[src/hdl/rcwc_pkg.sv]
package rcwc_pkg;

   localparam int unsigned WIN_W = 16;
   localparam int unsigned SEQ_W = 32;
   localparam int unsigned MAXW_W = 11;
   localparam int unsigned CSR_IDX_W = 2;
   localparam int unsigned CSR_DATA_W = 32;
   localparam int unsigned REQ_DATA_W = 96;
   localparam int unsigned RSP_DATA_W = 80;

   localparam logic [WIN_W-1:0] WIN_LIMIT = 16'hFFFF;
   localparam logic [WIN_W-1:0] RECOVERY_BONUS = 16'd3;
   localparam logic [1:0] DUP_TRIGGER = 2'd3;

   localparam logic [MAXW_W-1:0] MAX_WINDOW_RST = 11'd20;
   localparam logic [WIN_W-1:0] INIT_THRESH_RST = 16'd16;
   localparam logic [SEQ_W-1:0] START_SEQ_RST = 32'h0000_0002;
   localparam logic [WIN_W-1:0] CWND_RST = 16'd1;

   // event kinds
   localparam logic FUNC_ACK = 1'b0;
   localparam logic FUNC_TIMEOUT = 1'b1;

   // register indexes
   typedef enum logic [CSR_IDX_W-1:0] {
      CSR_MAX_WINDOW = 2'd0,
      CSR_INIT_THRESH = 2'd1,
      CSR_START_SEQ = 2'd2,
      CSR_UNUSED = 2'd3
   } csr_index_type;

   typedef struct packed {
      logic             func;
      logic [SEQ_W-1:0] ack_number;
      logic [SEQ_W-1:0] send_pointer;
      logic [SEQ_W-1:0] final_sequence;
   } item_type;

   typedef struct packed {
      logic [WIN_W-1:0] cwnd;
      logic [WIN_W-1:0] ssthresh;
      logic [SEQ_W-1:0] base;
      logic [SEQ_W-1:0] dup_reference;
      logic [1:0]       dup_count;
      logic             recovery;
   } state_type;

   typedef struct packed {
      logic              go_back;
      logic              transfer_done;
      logic              in_fast_recovery;
      logic              base_advanced;
      logic [SEQ_W-1:0]  window_base;
      logic [MAXW_W-1:0] effective_window;
      logic [WIN_W-1:0]  threshold;
      logic [WIN_W-1:0]  congestion_window;
   } result_type;

endpackage

[src/hdl/rcwc_update.sv]
module rcwc_update (
   input  rcwc_pkg::item_type   item,
   input  rcwc_pkg::state_type  state,
   input  logic [10:0]          max_window,
   output rcwc_pkg::state_type  state_next,
   output rcwc_pkg::result_type result
);
   import rcwc_pkg::*;

   logic [WIN_W:0]   dbl_sum;
   logic [WIN_W:0]   inc_sum;
   logic [WIN_W:0]   exit_sum;
   logic [SEQ_W-1:0] ack_delta;
   logic [SEQ_W:0]   partial_sum;
   logic [WIN_W-1:0] half_cwnd;
   logic [WIN_W:0]   fr_sum;
   logic [1:0]       dup_inc;
   logic [MAXW_W-1:0] mw;
   logic             done;
   logic             adv;

   always_comb begin
      dbl_sum     = {state.cwnd, 1'b0};
      inc_sum     = {1'b0, state.cwnd} + {{WIN_W{1'b0}}, 1'b1};
      exit_sum    = {1'b0, state.ssthresh} + {1'b0, RECOVERY_BONUS};
      ack_delta   = item.ack_number - state.base;
      partial_sum = {{(SEQ_W-WIN_W+1){1'b0}}, state.cwnd} + {1'b0, ack_delta};
      half_cwnd   = {1'b0, state.cwnd[WIN_W-1:1]};
      fr_sum      = {1'b0, half_cwnd} + {1'b0, RECOVERY_BONUS};
      dup_inc     = state.dup_count + 2'd1;
      done        = 1'b0;
      adv         = 1'b0;
      state_next  = state;

      priority if (item.func == FUNC_TIMEOUT) begin
         state_next.ssthresh = half_cwnd;
         state_next.cwnd     = CWND_RST;
      end else if (item.ack_number >= state.base && item.final_sequence != '0 &&
                   item.ack_number == item.final_sequence) begin
         done = 1'b1;
      end else if (item.ack_number > state.base) begin
         priority if (state.recovery) begin
            if (item.ack_number >= item.send_pointer) begin
               state_next.recovery = 1'b0;
               state_next.cwnd = exit_sum[WIN_W] ? WIN_LIMIT : exit_sum[WIN_W-1:0];
            end else begin
               state_next.cwnd = (partial_sum[SEQ_W:WIN_W] != '0) ? WIN_LIMIT
                                 : partial_sum[WIN_W-1:0];
            end
         end else if (state.cwnd < state.ssthresh) begin
            state_next.cwnd = dbl_sum[WIN_W] ? WIN_LIMIT : dbl_sum[WIN_W-1:0];
         end else begin
            state_next.cwnd = inc_sum[WIN_W] ? WIN_LIMIT : inc_sum[WIN_W-1:0];
         end
         state_next.base          = item.ack_number;
         state_next.dup_reference = item.ack_number;
         state_next.dup_count     = 2'd0;
         adv = 1'b1;
      end else if (item.ack_number == state.base) begin
         priority if (item.ack_number != state.dup_reference) begin
            state_next.dup_reference = item.ack_number;
            state_next.dup_count     = 2'd1;
         end else if (state.dup_count < DUP_TRIGGER) begin
            state_next.dup_count = dup_inc;
            if (dup_inc == DUP_TRIGGER) begin
               // third duplicate: halve and enter fast recovery
               state_next.ssthresh = half_cwnd;
               state_next.cwnd     = fr_sum[WIN_W-1:0];
               state_next.recovery = 1'b1;
            end
         end else begin
            state_next.dup_count = state.dup_count;
         end
      end else begin
         // stale ack, nothing moves
         state_next = state;
      end

      mw = (max_window == '0) ? {{(MAXW_W-1){1'b0}}, 1'b1} : max_window;

      result.congestion_window = state_next.cwnd;
      result.threshold         = state_next.ssthresh;
      result.effective_window  = (state_next.cwnd < {{(WIN_W-MAXW_W){1'b0}}, mw})
                                 ? state_next.cwnd[MAXW_W-1:0] : mw;
      result.window_base       = state_next.base;
      result.base_advanced     = adv;
      result.in_fast_recovery  = state_next.recovery;
      result.transfer_done     = done;
      result.go_back           = (item.func == FUNC_TIMEOUT);
   end

endmodule

[src/hdl/reno_congestion_window_control.sv]
// Reno-style congestion window controller for a go-back-N sender.
//
// req channel: one word per event. tuser carries the event kind (ack or
// retransmission timeout), tdata the ack number, send pointer and final
// sequence. rsp channel: one word per event with the window state after it.
// csr port: single-cycle writes of max window, initial threshold and start
// sequence; writing the threshold or start sequence also loads the live
// threshold or window base. Writes are expected only while the block is idle.
//
// pipeline: an accepted word sits in the input register, and its result is
// loaded into the result register, whose valid flag drives rsp_tvalid.
// throughput: one event per cycle while the rsp side is not stalled; the window
// state is updated in the same edge that loads the result register, so the
// next event always sees it. A stalled rsp side holds the result and the input
// register fills, then req_tready drops; nothing is dropped or repeated.
//
// reset: window 1, threshold 16, base 2, max window 20, no duplicate
// tracking, not in recovery, both registers empty.
module reno_congestion_window_control (
   input  logic        clock,
   input  logic        reset,

   input  logic        req_tvalid,
   output logic        req_tready,
   input  logic [95:0] req_tdata,  // ack_number, send_pointer, final_sequence
   input  logic [0:0]  req_tuser,  // func

   output logic        rsp_tvalid,
   input  logic        rsp_tready,
   // congestion_window, threshold, effective_window, window_base,
   // base_advanced, in_fast_recovery, transfer_done, go_back, zero pad
   output logic [79:0] rsp_tdata,

   input  logic        csr_we,
   input  logic [1:0]  csr_index,
   input  logic [31:0] csr_wdata
);
   import rcwc_pkg::*;

   // input register
   logic      in_valid_ff;
   logic      in_valid_in;
   item_type  in_item_ff;

   // result register
   logic       out_valid_ff;
   logic       out_valid_in;
   result_type out_res_ff;

   // window state and settings
   state_type         state_ff;
   logic [MAXW_W-1:0] max_window_ff;

   state_type  state_next;
   result_type result;
   logic       advance;
   logic       req_fire;

   // result register frees up when empty or being drained this cycle
   assign advance    = in_valid_ff && (!out_valid_ff || rsp_tready);
   assign req_tready = !in_valid_ff || advance;
   assign req_fire   = req_tvalid && req_tready;

   assign in_valid_in  = req_fire || (in_valid_ff && !advance);
   assign out_valid_in = advance || (out_valid_ff && !rsp_tready);

   rcwc_update u_update (
      .item       (in_item_ff),
      .state      (state_ff),
      .max_window (max_window_ff),
      .state_next (state_next),
      .result     (result)
   );

   always_ff @(posedge clock) begin
      if (reset) begin
         in_valid_ff  <= 1'b0;
         out_valid_ff <= 1'b0;
      end else begin
         in_valid_ff  <= in_valid_in;
         out_valid_ff <= out_valid_in;
      end
   end

   // payload registers
   always_ff @(posedge clock) begin
      if (req_fire) begin
         in_item_ff.func           <= req_tuser[0];
         in_item_ff.ack_number     <= req_tdata[31:0];
         in_item_ff.send_pointer   <= req_tdata[63:32];
         in_item_ff.final_sequence <= req_tdata[95:64];
      end
      if (advance) begin
         out_res_ff <= result;
      end
   end

   // window state, csr writes load settings and live copies
   always_ff @(posedge clock) begin
      if (reset) begin
         max_window_ff          <= MAX_WINDOW_RST;
         state_ff.cwnd          <= CWND_RST;
         state_ff.ssthresh      <= INIT_THRESH_RST;
         state_ff.base          <= START_SEQ_RST;
         state_ff.dup_reference <= '0;
         state_ff.dup_count     <= 2'd0;
         state_ff.recovery      <= 1'b0;
      end else if (csr_we) begin
         unique case (csr_index_type'(csr_index))
            CSR_MAX_WINDOW:  max_window_ff     <= csr_wdata[MAXW_W-1:0];
            CSR_INIT_THRESH: state_ff.ssthresh <= csr_wdata[WIN_W-1:0];
            CSR_START_SEQ:   state_ff.base     <= csr_wdata[SEQ_W-1:0];
            CSR_UNUSED:      state_ff          <= state_ff;
            default:         state_ff          <= state_ff;
         endcase
      end else if (advance) begin
         state_ff <= state_next;
      end
   end

   assign rsp_tvalid = out_valid_ff;
   assign rsp_tdata  = {1'b0, out_res_ff};

   // a result never leaves with an empty window
   assert property (@(posedge clock) disable iff (reset)
      out_valid_ff |-> out_res_ff.congestion_window != '0)
      else $error("zero congestion window in result");

   // effective window never exceeds the congestion window
   assert property (@(posedge clock) disable iff (reset)
      out_valid_ff |-> {5'd0, out_res_ff.effective_window} <= out_res_ff.congestion_window)
      else $error("effective window above congestion window");

   // a timeout result always restarts from a window of one
   assert property (@(posedge clock) disable iff (reset)
      (out_valid_ff && out_res_ff.go_back) |-> out_res_ff.congestion_window == CWND_RST)
      else $error("timeout left window above one");

   // only one kind of event per result
   assert property (@(posedge clock) disable iff (reset)
      out_valid_ff |-> $onehot0({out_res_ff.go_back, out_res_ff.transfer_done,
                                 out_res_ff.base_advanced}))
      else $error("conflicting event flags");

   // window state only moves when a result is loaded or a csr write lands
   assert property (@(posedge clock) disable iff (reset)
      (!advance && !csr_we) |=> $stable(state_ff))
      else $error("window state moved without an event");

   // the result register empties after reset
   assert property (@(posedge clock) reset |=> !out_valid_ff)
      else $error("result valid right after reset");

endmodule

[config.mk]
export PLATFORM = sky130hd
export DESIGN_NAME = reno_congestion_window_control
export DESIGN_NICKNAME = d
export VERILOG_FILES = /design/src/hdl/rcwc_pkg.sv /design/src/hdl/rcwc_update.sv /design/src/hdl/reno_congestion_window_control.sv
export SDC_FILE = /design/constraint.sdc
export NUM_CORES = 1
export LEC_CHECK = 0
export ABC_AREA = 1
export BUFFER_PORTS_ARGS = -buffer_cell sky130_fd_sc_hd__buf_2
export CORE_ASPECT_RATIO = 1.5
export CORE_MARGIN = 3
export CORE_UTILIZATION = 31
export CTS_CLUSTER_DIAMETER = 200
export DETAILED_ROUTE_END_ITERATION = 8
export PLACE_DENSITY = 0.58
export SLEW_MARGIN = 20
export SYNTH_ARGS = -nofsm -noshare
export SYNTH_HDL_FRONTEND = slang
export SYNTH_HIERARCHICAL = 1
export SYNTH_SLANG_ARGS = --single-unit
[constraint.sdc]
create_clock -name clock -period 7.8 [get_ports clock]
set_input_delay 0.39 -clock clock [delete_from_list [all_inputs] [get_ports clock]]
set_output_delay 0.39 -clock clock [all_outputs]
set_load 0.02 [all_outputs]
After elaboration in Yosys (flattened, before gate mapping)
Cells that the tools add are included.
Word-level totals
  register bits: 288
  input port bits: 136
  output and inout bits: 82
  logic and storage cells: 107
Operators by class
  $add $sub $neg: 6
  $lt $le $gt $ge: 6
  eq/ne operators: 8
  multiplexer cells: 34
  bitwise gates (word level): 3
  reductions and logical operators: 29
Operators with widths (number)
  32-bit 2-to-1 mux: 7
  83-bit 2-to-1 mux: 2
  16-bit 2-to-1 mux: 10
  67-bit 2-to-1 mux: 2
  99-bit 2-to-1 mux: 1
  32-bit equality test: 2
  32-bit >= comparator: 2
  35-bit 2-to-1 mux: 1
  16-bit by 32-bit adder with 33-bit output: 1
  32-bit greater-than comparator: 1
  32-bit inequality test: 1
  32-bit nonzero test: 1
  32-bit subtractor: 1
  11-bit 2-to-1 mux: 2
  16-bit by 1-bit adder with 17-bit output, second input constant: 1
  16-bit by 2-bit adder with 17-bit output, second input constant: 1
  17-bit nonzero test: 1
  15-bit by 2-bit adder with 16-bit output, second input constant: 1
  16-bit by 11-bit less-than comparator with 1-bit output: 1
  16-bit less-than comparator: 1
  6-bit AND reduction: 2
  11-bit zero test: 1
  2-bit AND reduction: 4
  1-bit 2-to-1 mux: 7
  other kinds (14): 32

Depth between registers and ports, before layout
Gate-level depths: netlist of run 1.
  depth after elaboration: 11
  gate-level depth with buffers: 45
  depth with buffers taken out: 43

Cells and area by module
The synthesis of run 1 kept the hierarchy.
By module, submodules not included
  reno_congestion_window_control: instances 1, cells an instance 909, area each 10226.1 µm², seq. area each 7527.2 µm²
  rcwc_update: instances 1, cells an instance 1836, area each 9860.7 µm², seq. area each 0.0 µm²

Least setup slack after synthesis of run 1
No wires, ideal clock.
  kind: register -> register
  from: register in_item_ff[70] (netlist bit)
  to: register out_res_ff, in the netlist rsp_tdata[38] (data pin)
  library setup time: 0.253 ns
  arrival: 5.140 ns
  required time: 7.547 ns
  slack: 2.407 ns
  cell stages (with the launch flop): 41
  path buffers: 2
  period minus slack after synthesis: 5.393 ns
  path through: edfxtp_1 ha_1 nand2_1 nor2_1 nand3_1 nand2_1 nand2_1 nand2_2 a21oi_1 xnor2_1 ha_1 nand2_1 nor4_1 nand2_1 nand2_1 inv_1 nor2_1 nand2_1 (+5 left out) nand2_1 nor2_2 inv_2 buf_2 o21ai_0 nand2_1 o221ai_1 o21ai_0 ha_1 nand2_1 nor2_1 a211oi_1 nand2_1 nand2_1 nand2_2 buf_6 nand2_1 nand2_1
RTL lines
  start: declaration: line reno_congestion_window_control.sv:43  | item_type in_item_ff;
  end signal: assignment: line reno_congestion_window_control.sv:94  | out_res_ff <= result;
  end: declaration: line reno_congestion_window_control.sv:48  | result_type out_res_ff;

==> results of run 1 <==
## where the power goes
group          switching, uW  internal [uW]  total (uW)  leakage (uW)
clock                    667           1020        1680      0.000544
combinational            753            395        1150       0.00741
sequential              76.7           1720        1800       0.00262
total                   1500           3130        4630        0.0106
## metrics by stage
stage / std cells / cell area, um2 / utilization [%] / total power, uW
after floorplan: 2745 / 20100 / - / 2640
after global placement: 3694 / 21500 / 33.7 / 2930
after detailed placement: 3694 / 21500 / 33.7 / 2930
after CTS: 3853 / 23700 / 37.2 / 4670
after global routing: 3853 / 23700 / 37.2 / 4880
final: 3854 / 23700 / 37.2 / 4630
## state kept, by name (all words and copies together) (netlist names)
signal         count
in_valid_ff        1
rsp_tdata         79
state_ff          99
max_window_ff     11
rsp_tvalid         1
in_item_ff        97
## Yosys cell counts (28+ instances only)
master / count
clkbuf_1: 46
inv_1: 353
nand2_1: 759
edfxtp_1: 176
a21oi_1: 138
dfxtp_1: 112
xor2_1: 63
nand4_1: 40
nand3b_1: 49
o21ai_0: 139
buf_4: 73
nor2_1: 277
nor4_1: 28
nand3_1: 113
xnor2_1: 32
ha_1: 110
## routing by layer
metal / vias up / track usage (%)
met5: - / 0
met4: 4 / 8.02
met3: 151 / 2.39
met2: 527 / 38.9
met1: 8560 / 21.7
li1: 9311 / -
## cells by family (layout without fill, tap and decap cells)
group                    after synthesis  in the layout
multiplexers                          10             10
buffers and inverters                519            765
flip-flops                           288            288
other                                  1              2
AND/OR/NAND/NOR                     1375           1375
XOR/XNOR                              95             95
adder cells (fa/ha/maj)              112            112
AO/OA/AOI/OAI                        345            345
## worst max-delay path by stage
stage,cells after the start,startpoint,slack [ps],to
2_1_floorplan,40,in_item_ff[70],2410,rsp_tdata[38]
3_3_place_gp,38,in_item_ff[64],1450,rsp_tdata[34]
3_5_place_dp,38,in_item_ff[70],1280,rsp_tdata[39]
4_1_cts,38,in_item_ff[70],1250,rsp_tdata[39]
5_1_grt,38,in_item_ff[70],420,rsp_tdata[39]
6_report,38,in_item_ff[70],1210,rsp_tdata[39]
## worst max-delay path, delay by kind of cell, from the launching register on
kind,cells,cell delay (ps)
AND/OR/NAND/NOR,27,3450
adder cells (fa/ha/maj),3,1210
AO/OA/AOI/OAI,5,810
flip-flops,1,550
buffers and inverters,2,170
XOR/XNOR,1,160
## timing repair
item	in CTS	in global routing
endpoints found under the hold margin	104	0
setup endpoints to repair	0	0
hold buffers	104	0
## layout make-up
class / instances / area [um2] / share of cell area (%)
clock inverter: 21 / 393 / 1.66
timing repair buffer: 342 / 2290 / 9.64
inverter: 368 / 1390 / 5.85
antenna: 1 / 2.50 / 0.0106
tap: 862 / 1080 / 4.55
clock buffer: 34 / 766 / 3.23
sequential: 288 / 7530 / 31.7
multi-input combinational: 1938 / 10300 / 43.3
==> flow_metrics.py, run 1 <==
metrics = {
    "final_layout": {
        "finalNetCount": 3216,
        "final_cell_mix": "nand2_1, inv_1, nor2_1, buf_2, edfxtp_1",
        "final_common_cell": "nand2_1",
        "fill_cells": 6756,
        "layout-drive-gt1-share_pct": 13.2,
        "synthToLayoutAreaGrowth_pct": 18.1,
    },
    "setup_path": {
        "r2r_end": "rsp_tdata[39]",
        "crit_type": "reg2reg",
        "worst_path_most_repeated_cell": "nand2_1",
        "cpPeakStageDelay_ps": 550,
        "cp_slowest_cell": "edfxtp_1",
        "required_ps": 8170,
        "end_kind": "flop",
        "cp.arrival_ps": 6960,
        "r2r-start": "in_item_ff[70]",
        "startpoint_type": "flop",
        "reg2reg_slack_ps": 1210,
        "reg2reg_depth": 38,
        "crit_fanout": 12,
    },
    "synth": {
        "synth_top_family_by_area": "simple AND/OR/NAND/NOR gates",
        "synthTopCellsByArea": "edfxtp_1, nand2_1, dfxtp_1, ha_1, inv_1",
        "avgSynthCellArea_um2": 7.32,
        "synth_seq_area_share_pct": 37.5,
        "synth_edf_count": 176,
        "synth_cells": 2745,
        "synthesis.area_um2": 20100,
        "yosysUniqueCellTypes": 62,
        "synth-compound-area-share_pct": 9.52,
        "async_flop_share_pct": 0,
        "synth_xor_area_share_pct": 4.14,
        "yosysWarnings": 6,
        "synthMuxAreaShare_pct": 0.561,
        "synth-simple-area-share_pct": 29.8,
        "ys.flop_type": "edfxtp_1",
        "synth_top_area_share_pct": 26.3,
        "yosys.area.top_type": "edfxtp_1",
        "synth-seq-cells": 288,
        "syn_nets": 2993,
        "synth_fa_ha_area_share_pct": 7.05,
    },
    "clock_network": {
        "tritoncts": "done",
        "cts.repair.resized": 0,
        "clk_pin_slew_ps": 70,
        "cts-root-buf": "clkbuf_16",
        "cts_setup_buffers": 0,
        "clk_latency_ps": 620,
        "clockBufferDepth": 3,
        "cts_buffers": 30,
        "clock_sinks": 288,
        "htreeDepth": 1,
    },
    "worst_hold_path": {
        "hp-class": "in2reg",
        "min_from": "csr_wdata[3]",
        "holdPathEnd": "max_window_ff[3]",
        "hold_depth": 3,
    },
    "run_status": {
        "outcome": "completed",
    },
    "grt": {
        "antenna_found_initial": 3,
        "grtUsageTotal_pct": 20.1,
        "grt_pass1_wl_mm": 105,
        "grt_pass1_vias": 18100,
        "grt_max_degree": 70,
        "grt_overflow": 0,
    },
    "routing": {
        "drc": 0,
        "highest_layer": "met5",
        "routed_wl_mm": 69.9,
        "dr.pass1.iters": 6,
        "wire_per_inst_um": 18.1,
        "met3_length_mm": 3.19,
        "routed-via-count": 18600,
        "drt_iter0_drc": 1284,
        "routed_via_density": 4.81,
        "antenna_left": 0,
        "m1WireLength_mm": 25.7,
        "route.met2.wl_mm": 37.9,
    },
    "job": {
        "cap_violations": 0,
    },
    "pwr": {
        "powerDensity_nw_per_um2": 195,
        "total_leakage_power_uw": 0.0106,
        "max-vdd-ir-drop_v": 0.000189,
    },
    "sta": {
        "finalHoldViolCount": 0,
        "skew_ps": 49.8,
        "setup_viol": 0,
        "fin_setup_tns_ps": 0,
        "min_period_over_period_pct": 84.5,
        "rsz0062_at_grt": "false",
        "fmax_mhz": 152,
        "fin_crit_ps": 6590,
        "worst_pin_slew_ps": 1050,
        "fin_hold_ws_ps": 36.8,
        "slew_headroom_pct": 29.5,
        "fin_ws_ps": 1210,
        "drv_slew": 0,
    },
    "die": {
        "core_um2": 63800,
        "die_h_um": 318,
        "pin_count": 218,
        "initial_core_util_pct": 31.5,
        "fp.dieW_um": 214,
        "num_rows": 113,
        "die_area_um2": 67900,
    },
    "placement": {
        "globalplace.congestion": 0.953,
        "place_ws_ps": 1280,
        "dp_hpwl_mm": 54.1,
        "numPortBuffers": 216,
    },
}
(Power assumes the default switching activity.)
==> run 2, diff against run 1 <==
clock period = 6.2 ns   (was 7.8 ns; I/O delays follow)
==> run 2 against run 1 <==
Effect of this change: register-to-register slack worse by 730 ps; largest power group unchanged; highest routed layer is now met4; largest cell class unchanged; critical endpoint unchanged; cell area up 2.1%; critical path depth up 2; setup slack worse by 730 ps; hold slack worse by 9.6 ps.
==> flow_metrics.py, run 2 (same netlist as run 1, synthesis figures left out) <==
metrics = {
    "final_layout": {
        "largest-register": "state_ff",
        "layout-drive-gt1-share_pct": 15.0,
        "largest_reg_flops": 99,
        "fin_util_pct": 38.0,
        "finalNetCount": 3281,
        "final_cell_mix": "nand2_1, inv_1, nor2_1, buf_2, edfxtp_1",
        "final_common_cell": "nand2_1",
        "synthToLayoutAreaGrowth_pct": 20.6,
    },
    "routing": {
        "dr.pass1.iters": 5,
        "drc": 0,
        "wire_per_inst_um": 18.5,
        "routed_wl_mm": 72.4,
        "drt_iter0_drc": 1190,
        "routed-via-count": 19000,
        "antenna_left": 0,
        "routed_via_density": 4.85,
    },
    "die": {
        "core_um2": 63800,
        "die_area_um2": 67900,
        "die_h_um": 318,
        "num_rows": 113,
        "pin_count": 218,
        "initial_core_util_pct": 31.5,
        "fp.dieW_um": 214,
    },
    "sta": {
        "setup_viol": 0,
        "fin_crit_ps": 5720,
        "skew_ps": 21.8,
        "slew_headroom_pct": 36.0,
        "drv_slew": 0,
        "min_period_over_period_pct": 92.2,
        "fin_hold_ws_ps": 27.2,
        "finalHoldViolCount": 0,
        "fmax_mhz": 175,
        "worst_pin_slew_ps": 960,
    },
    "clock_network": {
        "clk_pin_slew_ps": 70,
        "htreeDepth": 1,
        "clk_latency_ps": 600,
        "clockBufferDepth": 3,
        "cts_buffers": 31,
        "cts-root-buf": "clkbuf_16",
        "clock_sinks": 288,
        "tritoncts": "done",
    },
    "grt": {
        "grt_overflow": 0,
        "antenna_found_initial": 2,
        "grtUsageTotal_pct": 20.9,
        "grt_pass1_vias": 18800,
        "grt_max_degree": 68,
        "grt_pass1_wl_mm": 109,
    },
    "pwr": {
        "internal-power_uw": 3900,
        "seqPwrFrac_pct": 38.6,
        "pwr-share-clk_pct": 34.6,
        "powerDensity_nw_per_um2": 239,
        "max-vdd-ir-drop_v": 0.000231,
        "switching_share_pct": 32.7,
        "total_leakage_power_uw": 0.0109,
        "power.switching_uw": 1900,
        "comb_power_share_pct": 26.8,
    },
    "placement": {
        "numPortBuffers": 216,
        "dp_hpwl_mm": 56.3,
        "globalplace.congestion": 0.948,
    },
    "setup_path": {
        "crit_type": "reg2reg",
        "startpoint_type": "flop",
        "cp_slowest_cell": "edfxtp_1",
        "worst_path_most_repeated_cell": "nand2_1",
        "cpPeakStageDelay_ps": 380,
        "required_ps": 6540,
        "crit_fanout": 12,
        "cp.arrival_ps": 6060,
        "end_kind": "flop",
    },
    "worst_hold_path": {
        "hp-class": "in2reg",
    },
    "job": {
        "cap_violations": 0,
    },
    "run_status": {
        "outcome": "completed",
    },
}
## run 2: layer usage
| layer | part of all wire (%) | track usage (%) | vias to the layer above |
|---|---|---|---|
| li1 | - | - | 9429 |
| met1 | 37 | 22.7 | 8784 |
| met2 | 52 | 39.4 | 605 |
| met3 | 4.4 | 2.27 | 189 |
| met4 | 5.7 | 10.4 | 0 |
| met5 | 0 | 0 | - |
## run 2: area by class of cell
type	count	area, um2
antenna	1	2.50
sequential	288	7530
clock buffer	38	812
fill	6778	39500
multi-input combinational	1938	10300
inverter	368	1390
clock inverter	19	268
timing repair buffer	406	2800
tap	862	1080
## run 2: final timing paths
check | startpoint | endpoint | slack [ps] | depth (start not counted)
max reg2reg | in_item_ff[64] | rsp_tdata[39] | 480 | 40
min reg2reg | state_ff[24] | state_ff[24] | 470 | 2
min | csr_wdata[21] | state_ff[56] | 30 | 5
max | in_item_ff[64] | rsp_tdata[39] | 480 | 40
## run 2: worst max-delay path, delay by kind of cell, from the launching register on
| kind | cells | cell delay (ps) |
|---|---|---|
| and+or+nand+nor | 23 | 2230 |
| adders and majority gates | 4 | 1310 |
| AOI/OAI and AO/OA | 8 | 1020 |
| buffers and inverters | 4 | 440 |
| DFF | 1 | 380 |
| xor gates and xnor gates | 1 | 80 |
## run 2: power by group through the flow
stage / combinational [uW] / sequential [uW] / clock, uW
after floorplan: 1010 / 2310 / 0
after global placement: 1460 / 2280 / 0
after detailed placement: 1460 / 2280 / 0
after CTS: 1530 / 2240 / 2050
after global routing: 1730 / 2250 / 2120
final: 1560 / 2240 / 2000
## run 2: what timing repair did
| action | 4_1_cts | 5_1_grt |
|---|---|---|
| hold buffers | 115 | 0 |
| endpoints found under the setup margin | 0 | 11 |
| endpoints found under the hold margin | 115 | 0 |
| gates resized for setup | 0 | 26 |
| buffers inserted | 0 | 4 |
## run 2: metrics by stage
step | total power [uW] | cells | cell area [um2] | TNS, ps | setup WS (ps)
after floorplan | 3320 | 2745 | 20100 | 0 | 807
after global placement | 3740 | 3743 | 21900 | 0 | 315
after detailed placement | 3750 | 3743 | 21900 | 0 | 247
after CTS | 5820 | 3915 | 24100 | 0 | 206
after global routing | 6110 | 3920 | 24200 | -159 | -29.6
final | 5800 | 3920 | 24200 | 0 | 482
==> run 3, diff against run 2 <==
CORE_ASPECT_RATIO = unset   (was 1.5)
SYNTH_HIERARCHICAL = unset   (was 1)
==> run 3 against run 2 <==
Effect of this change: core utilization grew 1.1 points; clock power grew 10%; fmax shrank 0.83%; die area shrank 7.0%; sequential share of layout area grew 1.4 points; area after synthesis shrank 7.1%; largest power group unchanged.
==> flow_metrics.py, run 3 <==
metrics = {
    "synth": {
        "synth_cells": 2432,
        "synthTopCellsByArea": "edfxtp_1, dfxtp_1, nand2_1, ha_1, inv_1",
        "synth_common_cells": "nand2_1, inv_1, edfxtp_1",
        "synth_top_area_share_pct": 28.3,
        "yosys.area.top_type": "edfxtp_1",
        "synth_edf_count": 176,
        "ys.flop_type": "edfxtp_1",
        "synth_seq_area_share_pct": 40.3,
        "yosysMostFrequentCell": "nand2_1",
        "yosysWarnings": 0,
        "synthesis.area_um2": 18700,
        "async_flop_share_pct": 0,
        "yosysUniqueCellTypes": 55,
        "syn_nets": 2682,
        "synth-seq-cells": 288,
        "avgSynthCellArea_um2": 7.67,
    },
    "sta": {
        "fin_crit_ps": 5770,
        "skew_ps": 27.1,
        "drv_slew": 0,
        "finalHoldViolCount": 0,
        "slew_headroom_pct": 36.6,
        "fmax_mhz": 173,
        "worst_pin_slew_ps": 952,
        "fin_setup_tns_ps": 0,
        "setup_viol": 0,
        "fin_ws_ps": 434,
        "min_period_over_period_pct": 93.0,
    },
    "final_layout": {
        "final_common_cell": "nand2_1",
        "synthToLayoutAreaGrowth_pct": 24.1,
        "multi_input_area_um2": 9620,
        "fin_cells": 3565,
        "largest_reg_flops": 99,
        "finalNetCount": 3014,
        "final_cell_mix": "nand2_1, inv_1, buf_2, edfxtp_1, nand3_1",
        "layout.area.seq_um2": 7530,
        "layout-drive-gt1-share_pct": 16.0,
        "fill_cells": 6120,
        "largest-register": "state_ff",
        "n_antenna_cell": 0,
    },
    "setup_path": {
        "worst_path_most_repeated_cell": "nand2_1",
        "r2r-start": "in_item_ff[65]",
        "end_kind": "flop",
        "crit_fanout": 13,
        "cpPeakStageDelay_ps": 470,
        "r2r_end": "rsp_tdata[38]",
        "required_ps": 6500,
        "reg2reg_slack_ps": 430,
        "cpLargestDelayFamily": "simple AND/OR/NAND/NOR gates",
        "cp_slowest_cell": "fa_1",
        "reg2reg_depth": 38,
        "cp.arrival_ps": 6070,
        "path_buf_inv": 3,
        "crit_type": "reg2reg",
        "cp.depth": 38,
        "startpoint_type": "flop",
    },
    "clock_network": {
        "htreeDepth": 2,
        "clk_latency_ps": 560,
        "clock_sinks": 288,
        "cts_buffers": 36,
        "tritoncts": "done",
        "clockBufferDepth": 3,
        "cts-root-buf": "clkbuf_16",
        "clk_pin_slew_ps": 60,
    },
    "die": {
        "die_area_um2": 63200,
        "core_um2": 59200,
        "fp.dieW_um": 251,
        "die_h_um": 251,
        "pin_count": 218,
        "num_rows": 89,
        "initial_core_util_pct": 31.5,
    },
    "grt": {
        "grt_overflow": 0,
        "grt_pass1_vias": 17300,
        "antenna_found_initial": 1,
        "grt_max_degree": 76,
        "grtUsageTotal_pct": 20.4,
        "grt_pass1_wl_mm": 100,
    },
    "worst_hold_path": {
        "hp-class": "in2reg",
        "holdPathEnd": "state_ff[52]",
        "min_from": "csr_wdata[17]",
        "hold_depth": 3,
    },
    "routing": {
        "routed-via-count": 17800,
        "drt_iter0_drc": 1535,
        "routed_wl_mm": 65.0,
        "antenna_left": 0,
        "drc": 0,
        "routed_via_density": 4.98,
        "dr.pass1.iters": 5,
        "wire_per_inst_um": 18.2,
    },
    "pwr": {
        "total_leakage_power_uw": 0.0102,
        "max-vdd-ir-drop_v": 0.000230,
        "powerDensity_nw_per_um2": 252,
    },
    "job": {
        "cap_violations": 0,
    },
    "placement": {
        "numPortBuffers": 216,
        "place_ws_ps": 256,
        "dp_cells": 3399,
        "globalplace.congestion": 0.968,
        "dp_hpwl_mm": 49.9,
    },
    "run_status": {
        "outcome": "completed",
    },
}
## run 3: worst reg2reg max path: cells and delay by family (launching register included)
kind | cells | cell delay [ps]
simple gates | 23 | 2110
compound gates | 8 | 1230
fa+ha+maj | 3 | 1160
flops | 1 | 450
buf+inv | 3 | 300
xor+xnor | 1 | 280
## run 3: cell families (layout without fill, tap and decap cells)
logic type,Yosys count,count (layout),share of synthesized area [%]
other,1,1,0.0201
and+or+nand+nor,1088,1088,25.9
xor gates and xnor gates,98,98,4.60
DFF,288,288,40.3
AOI/OAI and AO/OA,415,415,12.6
adders and majority gates,114,114,7.73
buffers and inverters,428,788,8.77
## run 3: report_power, final
group	internal [uW]	switching, uW	leakage, uW
clock network	1310	890	0.000603
logic	492	911	0.00693
registers	2160	79.9	0.00262
total	3960	1880	0.0102
## run 3: layout make-up
type | count | area share [%]
Timing Repair Buffer | 366 | 10.6
Clock buffer | 48 | 4.45
Tap cell | 773 | 4.18
Multi-Input combinational cell | 1716 | 41.5
Sequential cell | 288 | 32.5
Inverter | 356 | 5.80
Clock inverter | 18 | 0.913
## run 3: per-layer routing
metal | vias to the layer above | routed length (um) | share of wire [%] | global-route usage, %
met5 | - | 10 | 0.015 | 0
met4 | 2 | 2070 | 3.2 | 6.60
met3 | 107 | 4490 | 6.9 | 3.70
met2 | 609 | 30400 | 47 | 34.6
met1 | 8238 | 28100 | 43 | 26.3
li1 | 8797 | - | - | -
## run 3: stage by stage
| step | hold slack, ps | util, % | total power (uW) | area, um2 |
|---|---|---|---|---|
| floorplan | 409 | - | 3160 | 18700 |
| global placement | 457 | 35.1 | 3610 | 20800 |
| detailed placement | 459 | 35.1 | 3610 | 20800 |
| CTS | 8.32 | 38.9 | 5860 | 23000 |
| global route | 35.9 | 39.1 | 6130 | 23100 |
| finish | 39.7 | 39.1 | 5840 | 23100 |
## run 3: repair_timing
item,CTS,global route
hold buffers,98,0
resized for setup,0,26
setup endpoints to repair,0,11
endpoints found under the hold margin,98,0
buffers inserted,0,2
## run 3: worst max-delay path by stage
stage | startpoint | to | slack [ps]
finish | in_item_ff[65] | rsp_tdata[38] | 430
global route | in_item_ff[67] | rsp_tdata[38] | -10
CTS | in_item_ff[74] | rsp_tdata[38] | 200
detailed placement | in_item_ff[74] | rsp_tdata[38] | 260
global placement | in_item_ff[65] | rsp_tdata[32] | 290
floorplan | in_item_ff[64] | rsp_tdata[39] | 840
